### config.mk
export PLATFORM = sky130hd
export DESIGN_NAME = number_to_seven_segment_formatter_core
export DESIGN_NICKNAME = d
export VERILOG_FILES = /design/src/rtl/nfmt_pkg.sv /design/src/rtl/number_to_seven_segment_formatter_core.sv /design/src/rtl/nfmt_front.sv /design/src/rtl/nfmt_queue.sv /design/src/rtl/nfmt_back.sv
export SDC_FILE = /design/constraint.sdc
export NUM_CORES = 1
export LEC_CHECK = 0
export ABC_AREA = 1
export BUFFER_PORTS_ARGS = -buffer_cell sky130_fd_sc_hd__buf_2
export CAP_MARGIN = 20
export CORE_MARGIN = 2
export CORE_UTILIZATION = 66
export CTS_CLUSTER_SIZE = 14
export DETAILED_ROUTE_END_ITERATION = 10
export PLACE_DENSITY_LB_ADDON = 0.12
export SYNTH_ARGS = -nofsm -noshare
export SYNTH_HDL_FRONTEND = slang
export SYNTH_SLANG_ARGS = --single-unit
### constraint.sdc
create_clock -name clk -period 13.22 [get_ports clk]
set_clock_uncertainty 0.05 [all_clocks]
set_input_delay 3.305 -clock clk [delete_from_list [all_inputs] [get_ports clk]]
set_output_delay 3.305 -clock clk [all_outputs]
set_load 0.01 [all_outputs]
### src/rtl/nfmt_pkg.sv
// Shared types, constants and lookup functions for the seven-segment number formatter.
`default_nettype none

package nfmt_pkg;

    // Field widths
    localparam int VALUE_W  = 48;
    localparam int FRAC_W   = 3;
    localparam int BASE_W   = 5;
    localparam int POS_W    = 3;
    localparam int SEG_W    = 8;
    localparam int V_W      = 16;   // rounded scaled value, always below 16^4
    localparam int LIM_W    = 17;   // holds 16^4
    localparam int DIGIT_W  = 4;

    // Defaults for top-level parameters
    localparam int FRACTION_BITS_DEF = 16;
    localparam int QUEUE_DEPTH_DEF   = 2;

    // Display geometry
    localparam int DIGIT_SLOTS = 5;
    localparam logic [POS_W-1:0] POS_TOP    = POS_W'(DIGIT_SLOTS - 1);
    localparam logic [POS_W-1:0] POS_COLON  = 3'd2;
    localparam logic [POS_W-1:0] POS_BOTTOM = 3'd0;

    // Radix limits and reset value
    localparam logic [BASE_W-1:0] BASE_MIN   = 5'd2;
    localparam logic [BASE_W-1:0] BASE_MAX   = 5'd16;
    localparam logic [BASE_W-1:0] BASE_RESET = 5'd10;

    // Divider: quotient bits resolved per cycle
    localparam int DIV_BITS   = 4;
    localparam int DIV_CYCLES = V_W / DIV_BITS;

    // Fixed segment patterns
    localparam logic [SEG_W-1:0] SEG_MINUS = 8'h40;
    localparam logic [SEG_W-1:0] SEG_BLANK = 8'h00;
    localparam int DOT_BIT = 7;

    typedef struct packed {
        logic signed [VALUE_W-1:0] value;
        logic [FRAC_W-1:0]         fraction_digits;
    } nfmt_in_t;

    typedef struct packed {
        logic [POS_W-1:0] digit_position;
        logic [SEG_W-1:0] segments;
        logic             last;
    } nfmt_out_t;

    // Classified item handed from front to back
    typedef struct packed {
        logic              err;
        logic              neg;
        logic [FRAC_W-1:0] k;
        logic [V_W-1:0]    v;
        logic [BASE_W-1:0] base;
    } nfmt_entry_t;

    // Glyph for one digit 0..F
    function automatic logic [SEG_W-1:0] seg_of(input logic [DIGIT_W-1:0] d);
        logic [SEG_W-1:0] s;
        case (d)
            4'h0:    s = 8'h3F;
            4'h1:    s = 8'h06;
            4'h2:    s = 8'h5B;
            4'h3:    s = 8'h4F;
            4'h4:    s = 8'h66;
            4'h5:    s = 8'h6D;
            4'h6:    s = 8'h7D;
            4'h7:    s = 8'h07;
            4'h8:    s = 8'h7F;
            4'h9:    s = 8'h6F;
            4'hA:    s = 8'h77;
            4'hB:    s = 8'h7C;
            4'hC:    s = 8'h39;
            4'hD:    s = 8'h5E;
            4'hE:    s = 8'h79;
            default: s = 8'h71;
        endcase
        return s;
    endfunction

    // First value that no longer fits: base^3 when negative, base^4 otherwise
    function automatic logic [LIM_W-1:0] limit_of(input logic [BASE_W-1:0] b,
                                                  input logic neg);
        logic [LIM_W-1:0] c;
        logic [LIM_W-1:0] q;
        case (b)
            5'd2:    begin c = 17'd8;    q = 17'd16;    end
            5'd3:    begin c = 17'd27;   q = 17'd81;    end
            5'd4:    begin c = 17'd64;   q = 17'd256;   end
            5'd5:    begin c = 17'd125;  q = 17'd625;   end
            5'd6:    begin c = 17'd216;  q = 17'd1296;  end
            5'd7:    begin c = 17'd343;  q = 17'd2401;  end
            5'd8:    begin c = 17'd512;  q = 17'd4096;  end
            5'd9:    begin c = 17'd729;  q = 17'd6561;  end
            5'd10:   begin c = 17'd1000; q = 17'd10000; end
            5'd11:   begin c = 17'd1331; q = 17'd14641; end
            5'd12:   begin c = 17'd1728; q = 17'd20736; end
            5'd13:   begin c = 17'd2197; q = 17'd28561; end
            5'd14:   begin c = 17'd2744; q = 17'd38416; end
            5'd15:   begin c = 17'd3375; q = 17'd50625; end
            default: begin c = 17'd4096; q = 17'd65536; end
        endcase
        return neg ? c : q;
    endfunction

endpackage

`default_nettype wire

### src/rtl/number_to_seven_segment_formatter_core.sv
// The front end runs its scale steps, one per digit count tried, at most 8, and pushes the entry
// into the queue; the back end then writes the slots. A digit slot takes the slot check, the radix
// divider and the beat; colon, sign, blank and dash slots are written from the slot check alone.
// The front scales the next value while the back still writes, unless a full queue holds it at
// its push. Every value gives five strobed beats.
// Reset (rst_n low, asynchronous) empties the queue, idles both ends and sets the radix to ten.
`default_nettype none

module number_to_seven_segment_formatter_core #(
    parameter int FRACTION_BITS = nfmt_pkg::FRACTION_BITS_DEF,
    parameter int QUEUE_DEPTH   = nfmt_pkg::QUEUE_DEPTH_DEF
) (
    input  wire                         clk,
    input  wire                         rst_n,
    input  wire                         start,
    output logic                        busy,
    input  nfmt_pkg::nfmt_in_t          operand,
    output logic                        strobe,
    output nfmt_pkg::nfmt_out_t         slot,
    input  wire                         cfg_valid,
    output logic                        cfg_ready,
    input  wire [nfmt_pkg::BASE_W-1:0]  cfg_data
);

    logic [nfmt_pkg::BASE_W-1:0] base_reg;
    nfmt_pkg::nfmt_entry_t       front_entry;
    nfmt_pkg::nfmt_entry_t       back_entry;
    logic                        q_push;
    logic                        q_pop;
    logic                        q_full;
    logic                        q_empty;

    // Radix register
    assign cfg_ready = 1'b1;
    always_ff @(posedge clk or negedge rst_n)
    begin
        if (!rst_n)
            base_reg <= nfmt_pkg::BASE_RESET;
        else if (cfg_valid && cfg_ready)
            base_reg <= cfg_data;
    end

    nfmt_front #(
        .FRACTION_BITS (FRACTION_BITS)
    ) u_front (
        .clk      (clk),
        .rst_n    (rst_n),
        .start    (start),
        .operand  (operand),
        .base_cfg (base_reg),
        .busy     (busy),
        .push     (q_push),
        .entry    (front_entry),
        .full     (q_full)
    );

    nfmt_queue #(
        .DEPTH (QUEUE_DEPTH)
    ) u_queue (
        .clk     (clk),
        .rst_n   (rst_n),
        .push    (q_push),
        .wr_data (front_entry),
        .full    (q_full),
        .pop     (q_pop),
        .rd_data (back_entry),
        .empty   (q_empty)
    );

    nfmt_back u_back (
        .clk    (clk),
        .rst_n  (rst_n),
        .entry  (back_entry),
        .empty  (q_empty),
        .pop    (q_pop),
        .strobe (strobe),
        .slot   (slot)
    );

endmodule

`default_nettype wire

### src/rtl/nfmt_front.sv
// Front end: takes a value, scales by base^k one step a cycle and picks the largest k that fits.
`default_nettype none

module nfmt_front #(
    parameter int FRACTION_BITS = nfmt_pkg::FRACTION_BITS_DEF
) (
    input  wire                         clk,
    input  wire                         rst_n,
    input  wire                         start,
    input  nfmt_pkg::nfmt_in_t          operand,
    input  wire [nfmt_pkg::BASE_W-1:0]  base_cfg,
    output logic                        busy,
    output logic                        push,
    output nfmt_pkg::nfmt_entry_t       entry,
    input  wire                         full
);

    localparam int VW    = nfmt_pkg::VALUE_W;
    localparam int BW    = nfmt_pkg::BASE_W;
    localparam int KW    = nfmt_pkg::FRAC_W;
    localparam int SUM_W = VW + 1;
    localparam int PRD_W = VW + BW;
    localparam logic [SUM_W-1:0] HALF = (SUM_W'(1) << FRACTION_BITS) >> 1;

    typedef enum logic [2:0] {
        F_IDLE  = 3'b001,
        F_SCALE = 3'b010,
        F_PUSH  = 3'b100
    } fstate_t;

    fstate_t                      state_reg, state_next;
    logic [VW-1:0]                p_reg, p_next;
    logic                         big_reg, big_next;
    logic                         neg_reg, neg_next;
    logic [KW-1:0]                kmax_reg, kmax_next;
    logic [KW-1:0]                k_reg, k_next;
    logic [BW-1:0]                base_reg, base_next;
    logic [nfmt_pkg::LIM_W-1:0]   lim_reg, lim_next;
    logic [nfmt_pkg::V_W-1:0]     bestv_reg, bestv_next;
    logic [KW-1:0]                bestk_reg, bestk_next;
    logic                         found_reg, found_next;

    logic [VW-1:0]    raw;
    logic             in_neg;
    logic [BW-1:0]    base_clamp;
    logic [SUM_W-1:0] sum;
    logic [SUM_W-1:0] limit;
    logic [SUM_W-1:0] shifted;
    logic [PRD_W-1:0] prod;
    logic             fit;

    // Input magnitude and clamped radix
    assign raw    = operand.value;
    assign in_neg = raw[VW-1];
    always_comb
    begin
        if (base_cfg < nfmt_pkg::BASE_MIN)
            base_clamp = nfmt_pkg::BASE_MIN;
        else if (base_cfg > nfmt_pkg::BASE_MAX)
            base_clamp = nfmt_pkg::BASE_MAX;
        else
            base_clamp = base_cfg;
    end

    // Fit test on the current scaled magnitude, and the next scale step
    assign sum     = {1'b0, p_reg} + HALF;
    assign limit   = SUM_W'(lim_reg) << FRACTION_BITS;
    assign shifted = sum >> FRACTION_BITS;
    assign fit     = !big_reg && (sum < limit);
    assign prod    = PRD_W'(p_reg) * PRD_W'(base_reg);

    always_comb
    begin
        state_next = state_reg;
        p_next     = p_reg;
        big_next   = big_reg;
        neg_next   = neg_reg;
        kmax_next  = kmax_reg;
        k_next     = k_reg;
        base_next  = base_reg;
        lim_next   = lim_reg;
        bestv_next = bestv_reg;
        bestk_next = bestk_reg;
        found_next = found_reg;
        push       = 1'b0;
        case (state_reg)
            F_IDLE:
            begin
                if (start)
                begin
                    p_next     = in_neg ? (~raw + VW'(1)) : raw;
                    big_next   = 1'b0;
                    neg_next   = in_neg;
                    kmax_next  = operand.fraction_digits;
                    k_next     = '0;
                    base_next  = base_clamp;
                    lim_next   = nfmt_pkg::limit_of(base_clamp, in_neg);
                    found_next = 1'b0;
                    state_next = F_SCALE;
                end
            end
            F_SCALE:
            begin
                if (fit)
                begin
                    bestv_next = shifted[nfmt_pkg::V_W-1:0];
                    bestk_next = k_reg;
                    found_next = 1'b1;
                end
                // larger k only grows the value, so stop at the first miss
                if (!fit || (k_reg == kmax_reg))
                    state_next = F_PUSH;
                else
                begin
                    p_next   = prod[VW-1:0];
                    big_next = big_reg || (|prod[PRD_W-1:VW]);
                    k_next   = k_reg + KW'(1);
                end
            end
            F_PUSH:
            begin
                if (!full)
                begin
                    push       = 1'b1;
                    state_next = F_IDLE;
                end
            end
            default:
                state_next = F_IDLE;
        endcase
    end

    assign busy       = (state_reg != F_IDLE);
    assign entry.err  = !found_reg;
    assign entry.neg  = neg_reg;
    assign entry.k    = bestk_reg;
    assign entry.v    = bestv_reg;
    assign entry.base = base_reg;

    always_ff @(posedge clk or negedge rst_n)
    begin
        if (!rst_n)
            state_reg <= F_IDLE;
        else
            state_reg <= state_next;
    end

    always_ff @(posedge clk)
    begin
        p_reg     <= p_next;
        big_reg   <= big_next;
        neg_reg   <= neg_next;
        kmax_reg  <= kmax_next;
        k_reg     <= k_next;
        base_reg  <= base_next;
        lim_reg   <= lim_next;
        bestv_reg <= bestv_next;
        bestk_reg <= bestk_next;
        found_reg <= found_next;
    end

endmodule

`default_nettype wire

### src/rtl/nfmt_queue.sv
// Short register queue between front and back ends.
`default_nettype none

module nfmt_queue #(
    parameter int DEPTH = nfmt_pkg::QUEUE_DEPTH_DEF
) (
    input  wire                    clk,
    input  wire                    rst_n,
    input  wire                    push,
    input  nfmt_pkg::nfmt_entry_t  wr_data,
    output logic                   full,
    input  wire                    pop,
    output nfmt_pkg::nfmt_entry_t  rd_data,
    output logic                   empty
);

    localparam int PTR_W = (DEPTH > 1) ? $clog2(DEPTH) : 1;
    localparam int CNT_W = $clog2(DEPTH + 1);
    localparam logic [PTR_W-1:0] PTR_LAST = PTR_W'(DEPTH - 1);

    nfmt_pkg::nfmt_entry_t mem_reg [DEPTH];
    logic [PTR_W-1:0] wr_ptr_reg, wr_ptr_next;
    logic [PTR_W-1:0] rd_ptr_reg, rd_ptr_next;
    logic [CNT_W-1:0] cnt_reg, cnt_next;

    assign full    = (cnt_reg == CNT_W'(DEPTH));
    assign empty   = (cnt_reg == '0);
    assign rd_data = mem_reg[rd_ptr_reg];

    // Pointer and fill count update
    always_comb
    begin
        wr_ptr_next = wr_ptr_reg;
        rd_ptr_next = rd_ptr_reg;
        cnt_next    = cnt_reg;
        if (push)
            wr_ptr_next = (wr_ptr_reg == PTR_LAST) ? '0 : wr_ptr_reg + PTR_W'(1);
        if (pop)
            rd_ptr_next = (rd_ptr_reg == PTR_LAST) ? '0 : rd_ptr_reg + PTR_W'(1);
        if (push && !pop)
            cnt_next = cnt_reg + CNT_W'(1);
        else if (pop && !push)
            cnt_next = cnt_reg - CNT_W'(1);
    end

    always_ff @(posedge clk or negedge rst_n)
    begin
        if (!rst_n)
        begin
            wr_ptr_reg <= '0;
            rd_ptr_reg <= '0;
            cnt_reg    <= '0;
        end
        else
        begin
            wr_ptr_reg <= wr_ptr_next;
            rd_ptr_reg <= rd_ptr_next;
            cnt_reg    <= cnt_next;
        end
    end

    always_ff @(posedge clk)
    begin
        if (push)
            mem_reg[wr_ptr_reg] <= wr_data;
    end

endmodule

`default_nettype wire

### src/rtl/nfmt_back.sv
// Back end: extracts digits with a shared radix divider and writes one slot per beat.
`default_nettype none

module nfmt_back (
    input  wire                    clk,
    input  wire                    rst_n,
    input  nfmt_pkg::nfmt_entry_t  entry,
    input  wire                    empty,
    output logic                   pop,
    output logic                   strobe,
    output nfmt_pkg::nfmt_out_t    slot
);

    localparam int VW  = nfmt_pkg::V_W;
    localparam int BW  = nfmt_pkg::BASE_W;
    localparam int KW  = nfmt_pkg::FRAC_W;
    localparam int PW  = nfmt_pkg::POS_W;
    localparam int DB  = nfmt_pkg::DIV_BITS;
    localparam int CW  = (nfmt_pkg::DIV_CYCLES > 1) ? $clog2(nfmt_pkg::DIV_CYCLES) : 1;
    localparam logic [CW-1:0] CNT_LAST = CW'(nfmt_pkg::DIV_CYCLES - 1);

    typedef enum logic [3:0] {
        B_IDLE  = 4'b0001,
        B_SLOT  = 4'b0010,
        B_DIV   = 4'b0100,
        B_DIGIT = 4'b1000
    } bstate_t;

    bstate_t             state_reg, state_next;
    logic                err_reg, err_next;
    logic                minus_reg, minus_next;   // minus sign still to write
    logic                zero_reg, zero_next;
    logic                digits_reg, digits_next; // more digits to write
    logic [KW-1:0]       k_reg, k_next;
    logic [KW-1:0]       i_reg, i_next;
    logic [VW-1:0]       v_reg, v_next;
    logic [BW-1:0]       base_reg, base_next;
    logic [BW-1:0]       rem_reg, rem_next;
    logic [CW-1:0]       cnt_reg, cnt_next;
    logic [PW-1:0]       pos_reg, pos_next;
    logic                strobe_reg, strobe_next;
    nfmt_pkg::nfmt_out_t slot_reg, slot_next;

    logic [VW-1:0]              div_q;
    logic [BW-1:0]              div_r;
    logic                       dot;
    logic [nfmt_pkg::SEG_W-1:0] digit_seg;

    // Restoring division step: DB quotient bits a cycle, shifted into v
    always_comb
    begin
        div_q = v_reg;
        div_r = rem_reg;
        for (int j = 0; j < DB; j++)
        begin
            div_r = {div_r[BW-2:0], div_q[VW-1]};
            div_q = {div_q[VW-2:0], 1'b0};
            if (div_r >= base_reg)
            begin
                div_r    = div_r - base_reg;
                div_q[0] = 1'b1;
            end
        end
    end

    // Digit glyph with the point on the digit k places up
    assign dot       = (k_reg != '0) && (i_reg == k_reg);
    assign digit_seg = nfmt_pkg::seg_of(rem_reg[nfmt_pkg::DIGIT_W-1:0])
                       | ({{(nfmt_pkg::SEG_W-1){1'b0}}, dot} << nfmt_pkg::DOT_BIT);

    // Slot sequencer
    always_comb
    begin
        state_next  = state_reg;
        err_next    = err_reg;
        minus_next  = minus_reg;
        zero_next   = zero_reg;
        digits_next = digits_reg;
        k_next      = k_reg;
        i_next      = i_reg;
        v_next      = v_reg;
        base_next   = base_reg;
        rem_next    = rem_reg;
        cnt_next    = cnt_reg;
        pos_next    = pos_reg;
        strobe_next = 1'b0;
        slot_next   = slot_reg;
        pop         = 1'b0;
        case (state_reg)
            B_IDLE:
            begin
                if (!empty)
                begin
                    pop         = 1'b1;
                    err_next    = entry.err;
                    minus_next  = entry.neg;
                    zero_next   = (entry.v == '0);
                    digits_next = 1'b1;
                    k_next      = entry.k;
                    i_next      = '0;
                    v_next      = entry.v;
                    base_next   = entry.base;
                    pos_next    = entry.err ? nfmt_pkg::POS_BOTTOM : nfmt_pkg::POS_TOP;
                    state_next  = B_SLOT;
                end
            end
            B_SLOT:
            begin
                if (err_reg)
                begin
                    // dash pattern, written upward
                    strobe_next              = 1'b1;
                    slot_next.digit_position = pos_reg;
                    slot_next.segments       = (pos_reg == nfmt_pkg::POS_COLON) ?
                                               nfmt_pkg::SEG_BLANK : nfmt_pkg::SEG_MINUS;
                    slot_next.last           = (pos_reg == nfmt_pkg::POS_TOP);
                    if (pos_reg == nfmt_pkg::POS_TOP)
                        state_next = B_IDLE;
                    else
                        pos_next = pos_reg + PW'(1);
                end
                else if (pos_reg == nfmt_pkg::POS_COLON)
                begin
                    strobe_next              = 1'b1;
                    slot_next.digit_position = pos_reg;
                    slot_next.segments       = nfmt_pkg::SEG_BLANK;
                    slot_next.last           = 1'b0;
                    pos_next                 = pos_reg - PW'(1);
                end
                else if (digits_reg)
                begin
                    rem_next   = '0;
                    cnt_next   = '0;
                    state_next = B_DIV;
                end
                else
                begin
                    // minus sign once, then blanks
                    strobe_next              = 1'b1;
                    slot_next.digit_position = pos_reg;
                    slot_next.segments       = minus_reg ? nfmt_pkg::SEG_MINUS
                                                         : nfmt_pkg::SEG_BLANK;
                    slot_next.last           = (pos_reg == nfmt_pkg::POS_BOTTOM);
                    minus_next               = 1'b0;
                    if (pos_reg == nfmt_pkg::POS_BOTTOM)
                        state_next = B_IDLE;
                    else
                        pos_next = pos_reg - PW'(1);
                end
            end
            B_DIV:
            begin
                v_next   = div_q;
                rem_next = div_r;
                cnt_next = cnt_reg + CW'(1);
                if (cnt_reg == CNT_LAST)
                    state_next = B_DIGIT;
            end
            B_DIGIT:
            begin
                strobe_next              = 1'b1;
                slot_next.digit_position = pos_reg;
                slot_next.segments       = digit_seg;
                slot_next.last           = (pos_reg == nfmt_pkg::POS_BOTTOM);
                i_next                   = i_reg + KW'(1);
                // unless the value is zero, keep going while quotient is nonzero or the point is still ahead
                digits_next = !zero_reg &&
                              ((v_reg != '0) || ({1'b0, i_reg} + 4'd1 <= {1'b0, k_reg}));
                if (pos_reg == nfmt_pkg::POS_BOTTOM)
                    state_next = B_IDLE;
                else
                begin
                    pos_next   = pos_reg - PW'(1);
                    state_next = B_SLOT;
                end
            end
            default:
                state_next = B_IDLE;
        endcase
    end

    assign strobe = strobe_reg;
    assign slot   = slot_reg;

    always_ff @(posedge clk or negedge rst_n)
    begin
        if (!rst_n)
        begin
            state_reg  <= B_IDLE;
            strobe_reg <= 1'b0;
        end
        else
        begin
            state_reg  <= state_next;
            strobe_reg <= strobe_next;
        end
    end

    always_ff @(posedge clk)
    begin
        err_reg    <= err_next;
        minus_reg  <= minus_next;
        zero_reg   <= zero_next;
        digits_reg <= digits_next;
        k_reg      <= k_next;
        i_reg      <= i_next;
        v_reg      <= v_next;
        base_reg   <= base_next;
        rem_reg    <= rem_next;
        cnt_reg    <= cnt_next;
        pos_reg    <= pos_next;
        slot_reg   <= slot_next;
    end

endmodule

`default_nettype wire

# Word-level counts from Yosys, hierarchy flattened
# Memories as Yosys holds them, arrays and structs flattened. A register that Yosys moved wholly into a read port is not among the register bits.
# Cells that the tools add are included.
# word_totals
regBits	167
ramBits	52
romBits	544
inputBits	60
out_inout_bits	15
elab_cells	218
n_memories	3
# classes
n_addsub	16
mul	1
n_lt_le_gt_ge	8
eq_ne	30
mux	85
bitwise	3
n_reduce_logical	41
# memory_table
memory	words	width	read_ports	rd_ports_with_merged_regs	write_ports	line_no	source
(name not given)	16	27	1	0	0	nfmt_pkg.sv:89	case (b)
(name not given)	16	7	1	1	0	nfmt_pkg.sv:63	case (d)
u_queue.mem_reg	2	26	1	0	1	nfmt_queue.sv:21	nfmt_pkg::nfmt_entry_t mem_reg [DEPTH];
# op_table
operator	count
two-way mux 48 bit	3
one-hot mux 48 bit (2 select lines)	1
two-way mux 4 bit	15
multiplier 48 x 5 -> 53 bit	1
adder 48 x 16 -> 49 bit, second input constant	1
less-than comparator 49 x 33 -> 1 bit	1
adder 48 x 1 -> 48 bit, second input constant	1
NOT 48 bit	1
two-way mux 3 bit	13
two-way mux 12 bit	3
two-way mux 34 bit	1
one-hot mux 16 bit (2 select lines)	1
one-hot mux 12 bit (2 select lines)	1
two-way mux 1 bit	23
greater-or-equal comparator 5 bit	4
one-hot mux 3 bit (3 select lines)	2
two-way mux 17 bit	1
logical NOT 16 bit	1
two-way mux 16 bit	1
one-hot mux 4 bit (4 select lines)	1
nonzero test 16 bit	1
subtractor 4 bit	4
two-way mux 7 bit	2
inequality test 2 bit, second input constant	7
44 further kinds	94

# Logic depth before layout (Yosys ltp)
# logic_depth
word_depth	10
mapped_depth	43
depth_no_buf	43

# By module
# Synthesis repeated with hierarchy kept, for this count alone.
# hier_totals
hier_cells	3110
area_unflattened_um2	22806.9
# modules_own_cells
mod	n_inst	cells_each	area_each_um2	seq_area_each_um2
nfmt_front	1	2495	16241.8	3019.1
nfmt_back	1	486	4182.8	1828.0
nfmt_queue	1	106	2183.3	1661.6
number_to_seven_segment_formatter_core	1	23	198.9	127.6

# Worst setup path after synthesis
# Ideal clock, no wire load.
# synth_path
kind	flip-flop to flip-flop
start	register u_back.base_reg[1]
end	register u_back.digit_seg[3] (netlist name)
setup_time_ns	0.113
t_arrival_ns	5.383
t_required_ns	13.057
path_slack_ns	7.674
stages_incl_launch_ff	38
n_path_buf	0
period_less_slack_ns	5.546
path_cell_list	edfxtp_1 > inv_1 > ha_1 > nand2_1 > o21ai_1 > nor2_4 > nor2_1 > a21oi_1 > ha_1 > nand2_1 > or3_1 > nand3_2 > inv_2 > nand2_1 > o21ai_0 > ha_1 > a21oi_1 > o21ai_1 > [2 not listed] > a21oi_2 > nand3_1 > and2_1 > ha_1 > a21oi_1 > nand2_1 > nand2_1 > nand3b_1 > a21o_1 > nor2_2 > nand3_1 > nand3_1 > inv_1 > ha_1 > inv_1 > nand2_1 > nand3_1 > nand2_1
# synth_lines
element	line_no	source
from (decl)	nfmt_back.sv:37	logic [BW-1:0] base_reg, base_next;
from (signal assigned)	nfmt_back.sv:208	base_reg <= base_next;

==> flow_summary.html <==
<table>
<tr><th>Metric</th><th>Value</th></tr>
<tr><th colspan="2">Cells and area</th></tr>
<tr><td>Net total in the final layout</td><td>3172</td></tr>
<tr><td>Fill cells</td><td>2601</td></tr>
<tr><td>Post-synthesis to final-layout area growth</td><td>7.19%</td></tr>
<tr><td>Layout cell share with drive strength beyond 1</td><td>7.12%</td></tr>
<tr><td>Count of inserted antenna diode cells</td><td>0</td></tr>
<tr><td>Largest register FFs</td><td>52</td></tr>
<tr><th colspan="2">Synthesis</th></tr>
<tr><td>Cell type with the highest aggregate area in the netlist</td><td>edfxtp_1</td></tr>
<tr><td>Number of warnings printed during yosys synthesis</td><td>0</td></tr>
<tr><td>Post-synthesis sequential element count</td><td>226</td></tr>
<tr><td>Fraction of the mapped netlist area in simple logic gates</td><td>26.2%</td></tr>
<tr><td>Predominant post-synthesis flop cell</td><td>edfxtp_1</td></tr>
<tr><td>XOR/XNOR share of the synthesized area</td><td>2.85%</td></tr>
<tr><td>Cell types with the highest counts after synthesis</td><td>nand2_1 (795), inv_1 (456), nor2_1 (285), edfxtp_1 (202), fa_1 (142)</td></tr>
<tr><td>Number of distinct library cells after synthesis</td><td>69</td></tr>
<tr><td>Post-synth EDFFs</td><td>202</td></tr>
<tr><td>Sequential-to-total area share from yosys stat</td><td>30.8%</td></tr>
<tr><td>Post-Syn Nets</td><td>3144</td></tr>
<tr><td>Async set-or-reset flop fraction in the synthesized netlist</td><td>7.52%</td></tr>
<tr><td>Combined area of all synthesized cells</td><td>21500 µm²</td></tr>
<tr><td>Area share of the leading cell type in the synthesized netlist</td><td>28.2%</td></tr>
<tr><td>Most common cell in the netlist</td><td>nand2_1</td></tr>
<tr><td>Compound-cell area share of the yosys netlist</td><td>9.23%</td></tr>
<tr><td>Post-synthesis share of cell area spent on full adders, half adders and majority gates</td><td>20.4%</td></tr>
<tr><td>Synth Area per Inst</td><td>7.64 µm²</td></tr>
<tr><td>Gate count of the mapped netlist</td><td>2818</td></tr>
<tr><td>Largest family of logic cells by synthesized area</td><td>simple AND/OR/NAND/NOR gates</td></tr>
<tr><td>Top post-synthesis cells by area</td><td>edfxtp_1 (28%), nand2_1 (14%), fa_1 (13%)</td></tr>
<tr><td>Mux contribution to synthesized area</td><td>0.372%</td></tr>
<tr><th colspan="2">Setup path</th></tr>
<tr><td>Crit Path Category</td><td>reg2reg</td></tr>
<tr><td>Critical path's top delay family</td><td>simple AND/OR/NAND/NOR gates</td></tr>
<tr><td>Biggest fanout along the worst timing path</td><td>9</td></tr>
<tr><td>Crit end category</td><td>register</td></tr>
<tr><td>R2R setup slack</td><td>6.70 ns</td></tr>
<tr><td>CP Capture Point</td><td>u_back.digit_seg[3]</td></tr>
<tr><td>Cell at the slowest stage of the critical path</td><td>edfxtp_1</td></tr>
<tr><td>Data arrival time of the worst path</td><td>6.90 ns</td></tr>
<tr><td>Worst path most repeated cell</td><td>nand2_1</td></tr>
<tr><td>CP peak stage delay</td><td>0.49 ns</td></tr>
<tr><td>RR Startpoint</td><td>u_back.base_reg[1]</td></tr>
<tr><td>Buffers &amp; Inverters on Critical Path</td><td>4</td></tr>
<tr><td>Cell count along the critical path</td><td>36</td></tr>
<tr><td>Depth of the worst register-to-register path</td><td>36</td></tr>
<tr><td>Type of origin of the critical path</td><td>register</td></tr>
<tr><td>Timing startpoint of the critical path</td><td>u_back.base_reg[1]</td></tr>
<tr><td>Critical Path RT</td><td>13.60 ns</td></tr>
<tr><td>Reg2reg end</td><td>u_back.digit_seg[3]</td></tr>
<tr><th colspan="2">Timing</th></tr>
<tr><td>Final setup viols</td><td>0</td></tr>
<tr><td>Crit path time final</td><td>6.52 ns</td></tr>
<tr><td>Max_slew headroom</td><td>32.1%</td></tr>
<tr><td>RSZ-0062 raised after global routing</td><td>no</td></tr>
<tr><td>Number of hold violations in the final report</td><td>0</td></tr>
<tr><td>Ratio of final minimum period to clock period</td><td>49.3%</td></tr>
<tr><td>Slew at the pin closest to its max-slew limit</td><td>0.994 ns</td></tr>
<tr><td>Number of slew-limit violations in the final report</td><td>0</td></tr>
<tr><td>Upper clock frequency limit</td><td>153 MHz</td></tr>
<tr><td>Total negative slack</td><td>0 ns</td></tr>
<tr><th colspan="2">Clocking</th></tr>
<tr><td>Worst-case clock buffer depth</td><td>3</td></tr>
<tr><td>Clock H-tree levels</td><td>1</td></tr>
<tr><td>Later-pin clock latency in the skew report</td><td>0.55 ns</td></tr>
<tr><td>CTS clk-pin slew, worst paths</td><td>0.06 ns</td></tr>
<tr><td>CTS tree</td><td>yes</td></tr>
<tr><td>Number of sinks handled by clock tree synthesis</td><td>226</td></tr>
<tr><td>Number of gates resized after CTS</td><td>0</td></tr>
<tr><td>Number of CTS-inserted buffers</td><td>27</td></tr>
<tr><td>Hold buffers post-CTS</td><td>0</td></tr>
<tr><td>Root buf cell</td><td>clkbuf_16</td></tr>
<tr><td>Buffers inserted during post-CTS setup optimization</td><td>0</td></tr>
<tr><th colspan="2">Die</th></tr>
<tr><td>Die W</td><td>185 µm</td></tr>
<tr><td>Die Outline Area</td><td>34100 µm²</td></tr>
<tr><td>Overall die height</td><td>185 µm</td></tr>
<tr><td>Core footprint</td><td>32300 µm²</td></tr>
<tr><td>Cell Rows</td><td>66</td></tr>
<tr><td>Count of boundary I/O pins</td><td>75</td></tr>
<tr><td>Initial core utilization</td><td>66.7%</td></tr>
<tr><th colspan="2">Routing</th></tr>
<tr><td>Wirelength per Cell</td><td>17.6 µm</td></tr>
<tr><td>Via density per instance</td><td>5.74</td></tr>
<tr><td>Count of antenna-violating nets left after detailed routing</td><td>0</td></tr>
<tr><td>Number of design rule violations left after detail routing</td><td>0</td></tr>
<tr><td>Initial detailed-routing violation count</td><td>1242</td></tr>
<tr><td>Number of iterations in the first detailed-routing pass</td><td>6</td></tr>
<tr><td>Number of vias in the routed layout</td><td>19000</td></tr>
<tr><td>Total wirelength of the detailed-routed design</td><td>58.1 mm</td></tr>
<tr><th colspan="2">Run status</th></tr>
<tr><td>Result of the run</td><td>finished, final reports clean</td></tr>
<tr><th colspan="2">Global routing</th></tr>
<tr><td>Global-route wire length before repair</td><td>92.9 mm</td></tr>
<tr><td>Maximum number of pins on one net before global-route repair</td><td>66</td></tr>
<tr><td>Antenna violations before repair</td><td>0</td></tr>
<tr><td>GR Overflow Total</td><td>0</td></tr>
<tr><td>Via count of the first global-routing pass</td><td>19000</td></tr>
<tr><td>GRT Resource Usage Total</td><td>34.6%</td></tr>
<tr><th colspan="2">Min path</th></tr>
<tr><td>Hold Path Class</td><td>reg2reg</td></tr>
<tr><th colspan="2">Place</th></tr>
<tr><td>Number of I/O port buffers</td><td>73</td></tr>
<tr><td>Detailed Place HPWL</td><td>45.6 mm</td></tr>
<tr><td>Final estimated routing congestion in global placement</td><td>0.968</td></tr>
<tr><th colspan="2">Flow run</th></tr>
<tr><td>Number of max-capacitance violations reported</td><td>0</td></tr>
</table>
worst reg2reg max path: cells and delay by family (launching register included):
kind / cells / cell delay (ns)
buffers and inverters: 4 / 0.54
AOI/OAI and AO/OA: 8 / 1.26
DFF: 1 / 0.49
and+or+nand+nor: 19 / 2.40
adders and majority gates: 5 / 1.66
worst min-delay path by stage:
| stage | end | cells past startpoint | slack (ns) | startpoint |
|---|---|---|---|---|
| after floorplan | u_queue.mem_reg[0][10] | 0 | 0.37 | u_front.bestv_reg[5] |
| after global placement | u_queue.mem_reg[0][18] | 0 | 0.37 | u_front.bestv_reg[13] |
| after detailed placement | u_queue.mem_reg[1][8] | 0 | 0.38 | u_front.bestv_reg[3] |
| after CTS | u_queue.mem_reg[0][17] | 0 | 0.39 | u_front.bestv_reg[12] |
| after global routing | u_queue.mem_reg[0][17] | 0 | 0.39 | u_front.bestv_reg[12] |
| final | u_queue.mem_reg[1][17] | 0 | 0.39 | u_front.bestv_reg[12] |
layer usage:
layer / track usage (%) / vias up / wire (µm) / share of wire [%]
met5: 0 / - / 0 / 0
met4: 18.0 / 0 / 3250 / 5.6
met3: 4.01 / 232 / 4050 / 7.0
met2: 61.0 / 845 / 28300 / 49
met1: 41.6 / 8875 / 22500 / 39
li1: - / 9051 / - / -
logic make-up (layout without fill, tap and decap cells):
family          Yosys count  in the layout
buf+inv                 558            607
other cells               1              1
compound gates          352            352
mux                       8              8
simple gates           1337           1337
xor+xnor                 70             70
flops                   226            226
fa+ha+maj               266            266
cell type report:
type	instances	area [µm²]	share of cell area, %
Sequential cell	226	6640	28.8
Clock buffer	34	712	3.09
Clock inverter	16	179	0.776
Tap cell	442	553	2.40
Multi-Input combinational cell	2034	12700	55.2
Inverter	467	1750	7.60
Timing Repair Buffer	90	513	2.22
cells in the final DEF (no fill, tap or decap), types with 8 or more instances in the layout:
cell	instances
nand2_1	794
inv_1	456
nor2_1	283
edfxtp_1	202
fa_1	142
o21ai_0	141
ha_1	124
a21oi_1	114
nand3_1	97
buf_2	73
xor2_1	43
nor3_1	40
nand4_1	35
xnor2_1	27
clkbuf_16	27
a31oi_1	17
buf_4	16
nor2_2	15
o21ai_1	13
dfrtp_1	13
nand3b_1	11
nor4_1	9
a21o_1	8
clkinv_1	8
mux2i_1	8
per-stage QoR:
| stage | std cells | area, µm² | setup WS [ns] | util [%] | hold slack (ns) |
|---|---|---|---|---|---|
| floorplan | 2818 | 21500 | 7.67 | - | 0.371 |
| detailed placement | 3258 | 22200 | 6.83 | 68.6 | 0.380 |
| finish | 3309 | 23100 | 6.70 | 71.5 | 0.390 |
| CTS | 3308 | 23000 | 6.80 | 71.4 | 0.389 |
| global placement | 3258 | 22200 | 7.18 | 68.6 | 0.372 |
| global route | 3309 | 23100 | 6.20 | 71.5 | 0.394 |
Power is left out: the tool's default activity adds up to more than one toggle a clock period on the data nets, which glitch-free logic cannot reach.
